**src/rtl/core/asd_pkg.sv**
```systemverilog
`default_nettype none
package asd_pkg;

  typedef struct packed {
    logic [7:0] adv_byte;
    logic       payload_end;
  } in_req_t;

  typedef struct packed {
    logic       detected;
    logic [2:0] signature_kind;
    logic [7:0] subtype_byte;
    logic       led_phase;
  } out_req_t;

  typedef logic [2:0] kind_t;

  // Window of previous bytes plus the current one
  localparam int unsigned WIN_DEPTH = 13;
  localparam int unsigned SEQ_LEN   = WIN_DEPTH + 1;
  localparam int unsigned SEQ_BITS  = SEQ_LEN * 8;

  typedef logic [SEQ_BITS-1:0] seq_t;

  localparam kind_t KIND_SIG0 = 3'd0;
  localparam kind_t KIND_SIG1 = 3'd1;
  localparam kind_t KIND_SIG2 = 3'd2;
  localparam kind_t KIND_SIG3 = 3'd3;
  localparam kind_t KIND_SIG4 = 3'd4;

  localparam logic [7:0] TYPE_PROXIMITY_PAIR = 8'h07;
  localparam logic [7:0] TYPE_NEARBY_ACTION  = 8'h0F;

  // Patterns right-aligned: the last signature byte lines up with the current byte
  localparam int unsigned SIG0_LEN = 8;
  localparam seq_t SIG0_PAT  = 112'h0303_2CFE_0616_2CFE;
  localparam seq_t SIG0_MASK = 112'hFFFF_FFFF_FFFF_FFFF;

  // Signature 1 spans four bytes; the current byte is the type byte, checked apart
  localparam int unsigned SIG1_LEN = 4;
  localparam seq_t SIG1_PAT  = 112'hFF4C_0000;
  localparam seq_t SIG1_MASK = 112'hFFFF_FF00;

  localparam int unsigned SIG2_LEN = 14;
  localparam seq_t SIG2_PAT  = 112'h1BFF_7500_4209_8102_1415_0321_0109;
  localparam seq_t SIG2_MASK = 112'hFFFF_FFFF_FFFF_FFFF_FFFF_FFFF_FFFF;

  localparam int unsigned SIG3_LEN = 11;
  localparam seq_t SIG3_PAT  = 112'hFF_FF00_6DB6_43CE_97FE_427C;
  localparam seq_t SIG3_MASK = 112'hFF_FFFF_FFFF_FFFF_FFFF_FFFF;

  localparam int unsigned SIG4_LEN = 6;
  localparam seq_t SIG4_PAT  = 112'hFF06_0003_0080;
  localparam seq_t SIG4_MASK = 112'hFFFF_FFFF_FFFF;

endpackage
`default_nettype wire

```
**src/rtl/core/adv_signature_detector.sv**
```systemverilog
`default_nettype none
// Channel  Dir  Payload             Handshake
// in_      in   in_req_t            in_valid / in_stall
// out_     out  out_req_t           out_valid / out_stall
//
// One byte per cycle while no last byte is stalled; the match for a byte is resolved in the cycle it is taken.
// A result is registered from the byte marked last and sits in the output
// register until taken; non-last bytes are still taken while it waits.
// A last byte is stalled only while a previous result is held by out_stall.
// Synchronous active-low reset clears position, match state and LED phase.
module adv_signature_detector #(
  parameter int unsigned MAX_PAYLOAD_BYTES = 62
) (
  input  wire                    clk,
  input  wire                    rst_n,
  input  wire                    in_valid,
  output logic                   in_stall,
  input  wire asd_pkg::in_req_t  in_data,
  output logic                   out_valid,
  input  wire                    out_stall,
  output asd_pkg::out_req_t      out_data
);
  import asd_pkg::*;

  localparam int unsigned PW = $clog2(MAX_PAYLOAD_BYTES + 1);

  logic [WIN_DEPTH-1:0][7:0] win_r, win_nxt;
  logic [PW-1:0]             pos_r, pos_nxt;
  logic                      seen_r, seen_nxt;
  logic [PW-1:0]             best_start_r, best_start_nxt;
  kind_t                     best_kind_r, best_kind_nxt;
  logic [7:0]                best_sub_r, best_sub_nxt;
  logic                      led_r, led_nxt;
  logic                      out_valid_r;
  out_req_t                  out_data_r, out_data_nxt;

  logic       in_acc;
  logic       scan_en;
  seq_t       seq;
  logic       hit0, hit1, hit2, hit3, hit4, hit_any;
  logic [PW-1:0] cand_start;
  kind_t      cand_kind;
  logic       take;

  assign in_stall  = out_valid_r && out_stall && in_data.payload_end;
  assign in_acc    = in_valid && !in_stall;
  assign out_valid = out_valid_r;
  assign out_data  = out_data_r;

  assign scan_en = pos_r < PW'(MAX_PAYLOAD_BYTES);
  assign seq     = {win_r, in_data.adv_byte};

  always_comb begin
    hit0 = (((seq ^ SIG0_PAT) & SIG0_MASK) == '0) && (pos_r >= PW'(SIG0_LEN - 1));
    hit1 = (((seq ^ SIG1_PAT) & SIG1_MASK) == '0) && (pos_r >= PW'(SIG1_LEN - 1))
           && (in_data.adv_byte == TYPE_PROXIMITY_PAIR
               || in_data.adv_byte == TYPE_NEARBY_ACTION);
    hit2 = (((seq ^ SIG2_PAT) & SIG2_MASK) == '0) && (pos_r >= PW'(SIG2_LEN - 1));
    hit3 = (((seq ^ SIG3_PAT) & SIG3_MASK) == '0) && (pos_r >= PW'(SIG3_LEN - 1));
    hit4 = (((seq ^ SIG4_PAT) & SIG4_MASK) == '0) && (pos_r >= PW'(SIG4_LEN - 1));
    hit_any = hit0 || hit1 || hit2 || hit3 || hit4;

    // shortest signature ending here has the greatest start
    if (hit1) begin
      cand_start = pos_r - PW'(SIG1_LEN - 1);
      cand_kind  = KIND_SIG1;
    end else if (hit4) begin
      cand_start = pos_r - PW'(SIG4_LEN - 1);
      cand_kind  = KIND_SIG4;
    end else if (hit0) begin
      cand_start = pos_r - PW'(SIG0_LEN - 1);
      cand_kind  = KIND_SIG0;
    end else if (hit3) begin
      cand_start = pos_r - PW'(SIG3_LEN - 1);
      cand_kind  = KIND_SIG3;
    end else begin
      cand_start = pos_r - PW'(SIG2_LEN - 1);
      cand_kind  = KIND_SIG2;
    end

    take = scan_en && hit_any &&
           (!seen_r || cand_start > best_start_r ||
            (cand_start == best_start_r && cand_kind > best_kind_r));

    win_nxt        = win_r;
    pos_nxt        = pos_r;
    seen_nxt       = seen_r;
    best_start_nxt = best_start_r;
    best_kind_nxt  = best_kind_r;
    best_sub_nxt   = best_sub_r;
    if (scan_en) begin
      win_nxt = {win_r[WIN_DEPTH-2:0], in_data.adv_byte};
      pos_nxt = pos_r + PW'(1);
    end
    if (take) begin
      seen_nxt       = 1'b1;
      best_start_nxt = cand_start;
      best_kind_nxt  = cand_kind;
      best_sub_nxt   = in_data.adv_byte;
    end

    led_nxt = led_r ^ seen_nxt;

    out_data_nxt.detected       = seen_nxt;
    out_data_nxt.signature_kind = seen_nxt ? best_kind_nxt : KIND_SIG0;
    out_data_nxt.subtype_byte   = (seen_nxt && best_kind_nxt == KIND_SIG1) ? best_sub_nxt
                                                                           : 8'h00;
    out_data_nxt.led_phase      = led_nxt;
  end

  always_ff @(posedge clk) begin
    if (!rst_n) begin
      pos_r       <= '0;
      seen_r      <= 1'b0;
      led_r       <= 1'b0;
      out_valid_r <= 1'b0;
    end else begin
      // a new report replaces the one taken in the same cycle
      if (in_acc && in_data.payload_end) begin
        out_valid_r <= 1'b1;
      end else if (!out_stall) begin
        out_valid_r <= 1'b0;
      end
      if (in_acc) begin
        if (in_data.payload_end) begin
          // report, then start the next payload clean
          led_r       <= led_nxt;
          pos_r       <= '0;
          seen_r      <= 1'b0;
        end else begin
          pos_r  <= pos_nxt;
          seen_r <= seen_nxt;
        end
      end
    end
  end

  always_ff @(posedge clk) begin
    if (in_acc) begin
      win_r        <= win_nxt;
      best_start_r <= best_start_nxt;
      best_kind_r  <= best_kind_nxt;
      best_sub_r   <= best_sub_nxt;
      if (in_data.payload_end) begin
        out_data_r <= out_data_nxt;
      end
    end
  end

endmodule
`default_nettype wire
```
**config.mk**
```make
export PLATFORM = sky130hd
export DESIGN_NAME = adv_signature_detector
export DESIGN_NICKNAME = d
export VERILOG_FILES = /design/src/rtl/core/asd_pkg.sv /design/src/rtl/core/adv_signature_detector.sv
export SDC_FILE = /design/constraint.sdc
export NUM_CORES = 1
export LEC_CHECK = 0
export ABC_CLOCK_PERIOD_IN_PS = 6600
export BUFFER_PORTS_ARGS = -buffer_cell sky130_fd_sc_hd__clkbuf_2
export CAP_MARGIN = 25
export CORE_MARGIN = 3
export CORE_UTILIZATION = 60
export CTS_CLUSTER_DIAMETER = 100
export DETAILED_ROUTE_END_ITERATION = 10
export PLACE_DENSITY = 0.77
export SYNTH_ARGS = -nofsm -noshare
export SYNTH_HDL_FRONTEND = slang
export SYNTH_SLANG_ARGS = --single-unit
```
**constraint.sdc**
```tcl
create_clock -name clk -period 6.6 [get_ports clk]
set_input_delay 1.32 -clock clk [delete_from_list [all_inputs] [get_ports clk]]
set_output_delay 1.32 -clock clk [all_outputs]
set_load 0.005 [all_outputs]
```
==> impl_metrics.env, run 1 <==
export IMPL_outcome="finished clean"
export IMPL_ctsHoldBuffers=0
export IMPL_yosysSeqAreaShare_pct=65.2
export IMPL_numCtsBuffers=17
export IMPL_synth_cells=485
export IMPL_crit_type="in2reg"
export IMPL_crit_fanout=8
export IMPL_top_usage_layer="met2"
export IMPL_antenna_found_initial=0
export IMPL_netlist_cell_type_count=65
export IMPL_port_buffers=27
export IMPL_period_needed_ns=5.45
export IMPL_crit_path_start_kind="input port"
export IMPL_worst_slew_pin_slew_ns=0.961
export IMPL_grt_pass1_wl_um=22900
export IMPL_drc=0
export IMPL_syn2layout_area_growth_pct=14.1
export IMPL_synth_ff_type="edfxtp_1"
export IMPL_grt_pass1_vias=4177
export IMPL_viasPerCell=6.52
export IMPL_setup_violations=0
export IMPL_synth_top_cell_area_share_pct=62.4
export IMPL_vias=4397
export IMPL_synth_cell_area_mm2=0.00645
export IMPL_slew_headroom_pct=35.6
export IMPL_grt_max_degree=77
export IMPL_finish_utilization_pct=70.9
export IMPL_start_util_pct=62.2
export IMPL_n_antenna_cell=0
export IMPL_ctsResizeCount=0
export IMPL_finalCritPeriodShare_pct=82.5
export IMPL_endpoint_kind="register"
export IMPL_hold_viol_final=0
export IMPL_final_common_cell="edfxtp_1"
export IMPL_clockRootBuffer="clkbuf_8"
export IMPL_die_w_um=110
export IMPL_wl_per_cell_um=21.9
export IMPL_tritoncts="yes"
export IMPL_cts_setup_buffers=0
export IMPL_dp_hpwl_um=10400
export IMPL_pin_count=28
export IMPL_routabilityCongestion=0.983
export IMPL_fin_skew_ns=0.00925
export IMPL_ant_nets=0
export IMPL_cts_num_sinks=143
export IMPL_synthTopCellsByArea="edfxtp_1, ha_1, dfxtp_1, nand2_1, nand4_1"
export IMPL_core_region_area_mm2=0.0104
export IMPL_row_count=37
export IMPL_drive_gt1_share_pct=15.1
export IMPL_yosysWarnings=0
export IMPL_maxCapViolations=0
export IMPL_ir_drop_mv=0.353
export IMPL_worst_ep_required_time_ns=6.76
export IMPL_drt_iter0_markers=420
export IMPL_htree_levels=4
export IMPL_clockBufferDepth=2
export IMPL_met3_usage_pct=7.05
export IMPL_grt_usage_pct=26.2
export IMPL_p_sw_w=0.000448
export IMPL_grt_overflow_total=0
export IMPL_p_sw_share_pct=20.6
export IMPL_syn_num_nets=514
export IMPL_final_setup_tns_ns=0
export IMPL_pwr_share_clk_pct=46.7
export IMPL_power_internal_w=0.00172
export IMPL_critPathArrivalTime_ns=5.61
export IMPL_finalPower_w=0.00217
export IMPL_met2_usage_pct=40.7
export IMPL_most_common_layout_cells="edfxtp_1, nand2_1, clkbuf_2"
export IMPL_wl_um=14800
export IMPL_synth_largest_area_cell="edfxtp_1"
export IMPL_clk_pin_slew_worst_paths_ns=0.06
export IMPL_die_h_um=110
export IMPL_clock_fmax_ghz=0.184
export IMPL_pwr_share_seq_pct=50.1
export IMPL_cellPowerDensity_mw_per_mm2=295
export IMPL_p_comb_share_pct=3.2
export IMPL_nets=554
export IMPL_drv_slew=0
export IMPL_grt_util_met1_pct=35.7
export IMPL_ys_async_sr_fraction_pct=0
export IMPL_rsz0062_at_grt="false"
export IMPL_synth_edf_count=134
export IMPL_drt_pre_antenna_iters=5
export IMPL_die_area_mm2=0.0120
export IMPL_synth_ff_latch_count=143
export IMPL_p_leak_nw=2.64
export IMPL_clk_latency_ns=0.52
export IMPL_min_delay_path_class="reg2reg"
export IMPL_syn_avg_cell_area_um2=13.3
==> metal layers <==
layer / share of wire (%) / wire (um)
met1: 42 / 6210
met2: 48 / 7090
met3: 7.2 / 1070
met4: 2.6 / 379
met5: 0 / 0
==> worst paths after layout <==
| path | slack, ns | startpoint | end | cells past startpoint |
|---|---|---|---|---|
| worst max-delay path | 1.15 | in_data[1] | best_start_r[2]$_DFFE_PP_ | 15 |
| worst min-delay path | 0.44 | seq[94]$_DFFE_PP_ | seq[102]$_DFFE_PP_ | 0 |
| worst max register to register | 1.35 | pos_r[0]$_SDFFE_PN0P_ | best_start_r[2]$_DFFE_PP_ | 15 |
| worst min register to register | 0.44 | seq[94]$_DFFE_PP_ | seq[102]$_DFFE_PP_ | 0 |
==> area by class of cell <==
cell class	count	area, um^2
inverter	20	77.6
clock inverter	15	216
clock buffer	17	414
tap	136	170
multi-input combinational	315	2130
fill	686	3020
timing repair buffer	28	143
sequential	143	4200
==> per-stage QoR <==
step	area, um^2	hold WS, ns	worst slack [ns]	std cells
3_3_place_gp	6720	0.423	0.786	642
2_1_floorplan	6450	0.417	1.33	485
4_1_cts	7350	0.446	1.22	674
5_1_grt	7350	0.458	0.872	674
3_5_place_dp	6720	0.432	0.658	642
6_report	7350	0.439	1.15	674
==> flip-flops by register name, summed over array words and instances, names as in the netlist <==
register,flops
best_kind_r,3
best_start_r,6
best_sub_r,8
led_r,1
out_data,13
out_valid,1
pos_r,6
seen_r,1
seq,104
==> worst max-delay path, stage by stage <==
cell	delay [ns]
clkbuf_2	0.14
nor4bb_1	0.41
o2111ai_1	0.19
or3_4	0.42
or4_4	0.56
nor2b_4	0.16
a211oi_2	0.22
a21o_1	0.15
ha_1	0.24
and3_1	0.19
and3_1	0.19
and3_1	0.20
a211oi_2	0.54
nand2_1	0.22
nor2_1	0.45
==> power by group through the flow <==
stage	Sequential [W]	Clock (W)	Combinational, W
2_1_floorplan	0.00109	0	0.0000424
3_3_place_gp	0.00110	0	0.0000655
3_5_place_dp	0.00111	0	0.0000681
4_1_cts	0.00109	0.00103	0.0000694
5_1_grt	0.00109	0.00106	0.0000771
6_report	0.00109	0.00101	0.0000692
==> synthesized netlist by cell type (5+ instances only) <==
cell type and number:
nand3_1 19, ha_1 16, and3_1 11, nor2_1 20, a31oi_1 5, nand2b_1 8
or4_1 5, or3_1 5, dfxtp_1 9, and4_1 7, nor3_1 17, nand4b_1 11
nand2_1 43, nor4_1 16, inv_1 20, nand4_1 20, a21oi_1 21, nor3b_1 6
edfxtp_1 134
==> cells by family (layout without fill, tap and decap cells) <==
logic type | count (synthesis) | after routing | share of synthesized area, %
AO/OA/AOI/OAI | 66 | 66 | 7.38
XOR/XNOR | 6 | 6 | 0.815
adder cells (fa/ha/maj) | 16 | 16 | 3.11
buffers and inverters | 27 | 80 | 1.77
flip-flops | 143 | 143 | 65.2
multiplexers | 4 | 4 | 0.679
AND/OR/NAND/NOR | 223 | 223 | 21.0
(Power assumes the default switching activity.)
==> inputs of run 2 (changes only) <==
--- a/config.mk
+++ b/config.mk
@@ -5,14 +5,14 @@
 export SDC_FILE = /design/constraint.sdc
 export NUM_CORES = 1
 export LEC_CHECK = 0
-export ABC_CLOCK_PERIOD_IN_PS = 6600
+export ABC_CLOCK_PERIOD_IN_PS = 5000
 export BUFFER_PORTS_ARGS = -buffer_cell sky130_fd_sc_hd__clkbuf_2
 export CAP_MARGIN = 25
 export CORE_MARGIN = 3
-export CORE_UTILIZATION = 60
+export CORE_UTILIZATION = 55
 export CTS_CLUSTER_DIAMETER = 100
 export DETAILED_ROUTE_END_ITERATION = 10
-export PLACE_DENSITY = 0.77
+export PLACE_DENSITY = 0.74
 export SYNTH_ARGS = -nofsm -noshare
 export SYNTH_HDL_FRONTEND = slang
 export SYNTH_SLANG_ARGS = --single-unit
==> constraint.sdc (replaced) <==
create_clock -name clk -period 5 [get_ports clk]
set_input_delay 1 -clock clk [delete_from_list [all_inputs] [get_ports clk]]
set_output_delay 1 -clock clk [all_outputs]
set_load 0.005 [all_outputs]
==> run 2 against run 1 <==
Against the previous run:
- cell count is 5.2% higher
- sequential power is 31% higher
- hold slack better by 0.0050 ns
- combinational power is 41% higher
- worst setup slack worse by 0.95 ns
- sequential cell count stayed put
- non-clock buffer count is 31 higher
- clock skew is 0.0011 ns lower
- sequential share of layout area is 1.7 points lower
- largest cell class unchanged
- largest power group unchanged
- highest routed layer unchanged
==> impl_metrics.env, run 2 (synthesis results as in run 1) <==
export IMPL_port_buffers=27
export IMPL_dp_cells=677
export IMPL_r2r_end="out_data[8]$_SDFFCE_PN0P_"
export IMPL_outcome="finished clean"
export IMPL_fin_skew_ns=0.00813
export IMPL_final_common_cell="edfxtp_1"
export IMPL_clockBufferDepth=2
export IMPL_drt_pre_antenna_iters=5
export IMPL_finalPower_w=0.00281
export IMPL_start_util_pct=57.9
export IMPL_grt_pass1_wl_um=23700
export IMPL_clockRootBuffer="clkbuf_16"
export IMPL_slew_headroom_pct=57.6
export IMPL_dp_hpwl_um=10800
export IMPL_pwr_share_seq_pct=51.1
export IMPL_rsz0062_at_grt="false"
export IMPL_die_w_um=114
export IMPL_die_h_um=114
export IMPL_tritoncts="yes"
export IMPL_cellPowerDensity_mw_per_mm2=370
export IMPL_setup_violations=0
export IMPL_final_area_mm2=0.00758
export IMPL_crit_type="in2reg"
export IMPL_holdPathEnd="seq[101]$_DFFE_PP_"
export IMPL_grt_usage_pct=24.3
export IMPL_pin_count=28
export IMPL_ir_drop_mv=0.429
export IMPL_clk_pin_slew_worst_paths_ns=0.06
export IMPL_crit_path_start_kind="input port"
export IMPL_crit_fanout=8
export IMPL_wl_um=14900
export IMPL_clock_fmax_ghz=0.208
export IMPL_core_region_area_mm2=0.0111
export IMPL_die_area_mm2=0.0131
export IMPL_dpl_cell_area_mm2=0.00699
export IMPL_drive_gt1_share_pct=19.3
export IMPL_htree_levels=4
export IMPL_syn2layout_area_growth_pct=17.6
export IMPL_p_leak_nw=2.79
export IMPL_ctsResizeCount=0
export IMPL_worst_ep_required_time_ns=5.17
export IMPL_antenna_found_initial=0
export IMPL_drv_slew=0
export IMPL_r2r_worst_path_cells=17
export IMPL_nets=585
export IMPL_row_count=38
export IMPL_endpoint_kind="register"
export IMPL_clk_latency_ns=0.42
export IMPL_hold_viol_final=0
export IMPL_vias=4551
export IMPL_cts_num_sinks=143
export IMPL_p_sw_share_pct=21.4
export IMPL_ant_nets=0
export IMPL_hold_path_cell_count=0
export IMPL_numCtsBuffers=17
export IMPL_drc=0
export IMPL_finalCritPeriodShare_pct=96.0
export IMPL_reg2reg_slack_ns=0.29
export IMPL_grt_pass1_vias=4400
export IMPL_drt_iter0_markers=494
export IMPL_worst_slew_pin_slew_ns=0.631
export IMPL_r2r_start="seq[47]$_DFFE_PP_"
export IMPL_finish_utilization_pct=68.2
export IMPL_stdcell_count=709
export IMPL_p_comb_share_pct=3.5
export IMPL_cts_setup_buffers=0
export IMPL_wl_per_cell_um=21.0
export IMPL_period_needed_ns=4.80
export IMPL_most_common_layout_cells="edfxtp_1, nand2_1, buf_4"
export IMPL_min_delay_start="seq[93]$_DFFE_PP_"
export IMPL_maxCapViolations=0
export IMPL_min_delay_path_class="reg2reg"
export IMPL_ctsHoldBuffers=0
export IMPL_critPathArrivalTime_ns=4.97
export IMPL_routabilityCongestion=0.981
export IMPL_n_antenna_cell=0
export IMPL_pwr_share_clk_pct=45.4
export IMPL_p_sw_w=0.000601
export IMPL_viasPerCell=6.42
export IMPL_power_internal_w=0.00221
export IMPL_largest_reg_flops=104
export IMPL_grt_max_degree=62
export IMPL_grt_overflow_total=0
==> run 2: cell count changes in the layout (fill, tap and decap cells not counted), sizes merged <==
cell,before,now
buf,1,32
bufinv,5,3
clkbuf,44,46
clkinv,7,8
clkinvlp,1,0
==> run 2: worst max-delay path by stage <==
stage	from	end	slack [ns]	cells past startpoint
detailed placement	in_data[1]	best_start_r[5]$_DFFE_PP_	-0.17	15
finish	in_data[1]	out_data[8]$_SDFFCE_PN0P_	0.20	18
floorplan	in_data[1]	out_data[1]$_SDFFCE_PN0P_	0.05	17
global route	in_data[8]	out_data[5]$_SDFFCE_PN0P_	0.01	18
global placement	in_data[1]	out_data[5]$_SDFFCE_PN0P_	-0.07	18
CTS	in_data[1]	out_data[8]$_SDFFCE_PN0P_	0.28	18
==> run 2: power by group through the flow <==
stage | registers (W) | clock network (W) | logic, W
6_report | 0.00143 | 0.00128 | 0.0000979
5_1_grt | 0.00144 | 0.00134 | 0.000109
4_1_cts | 0.00143 | 0.00129 | 0.0000984
3_5_place_dp | 0.00146 | 0 | 0.0000980
3_3_place_gp | 0.00145 | 0 | 0.0000938
2_1_floorplan | 0.00144 | 0 | 0.0000560
==> run 2: area by class of cell <==
class,count,area (um^2)
Sequential cell,143,4200
Fill cell,808,3540
Multi-Input combinational cell,315,2130
Clock buffer,19,433
Timing Repair Buffer,59,400
Tap cell,140,175
Clock inverter,13,164
Inverter,20,77.6
==> run 2: worst max-delay path: stages <==
cell       delay (ns)
clkbuf_2         0.10
nor4bb_1         0.37
o2111ai_1        0.19
or3_4            0.40
or4_4            0.56
nor2b_4          0.16
a211oi_2         0.21
a21o_1           0.14
ha_1             0.23
and3_1           0.19
a22o_1           0.20
a2111oi_0        0.38
buf_4            0.19
a21oi_1          0.06
mux2i_1          0.17
mux2i_2          0.17
buf_4            0.18
a21oi_1          0.05
==> run 2: through the flow <==
stage / TNS (ns) / hold slack [ns] / setup slack, ns
CTS: 0 / 0.444 / 0.278
floorplan: 0 / 0.417 / 0.0534
detailed placement: -2.32 / 0.427 / -0.172
global placement: -0.532 / 0.427 / -0.0690
finish: 0 / 0.444 / 0.200
global route: 0 / 0.453 / 0.0149
==> run 2: metal layers <==
layer / share of wire, % / vias up / global-route usage [%]
met5: 0 / - / 0
met2: 46 / 215 / 36.3
met3: 7.4 / 48 / 5.87
met1: 43 / 2209 / 34.1
li1: - / 2079 / -
met4: 3.3 / 0 / 10.5
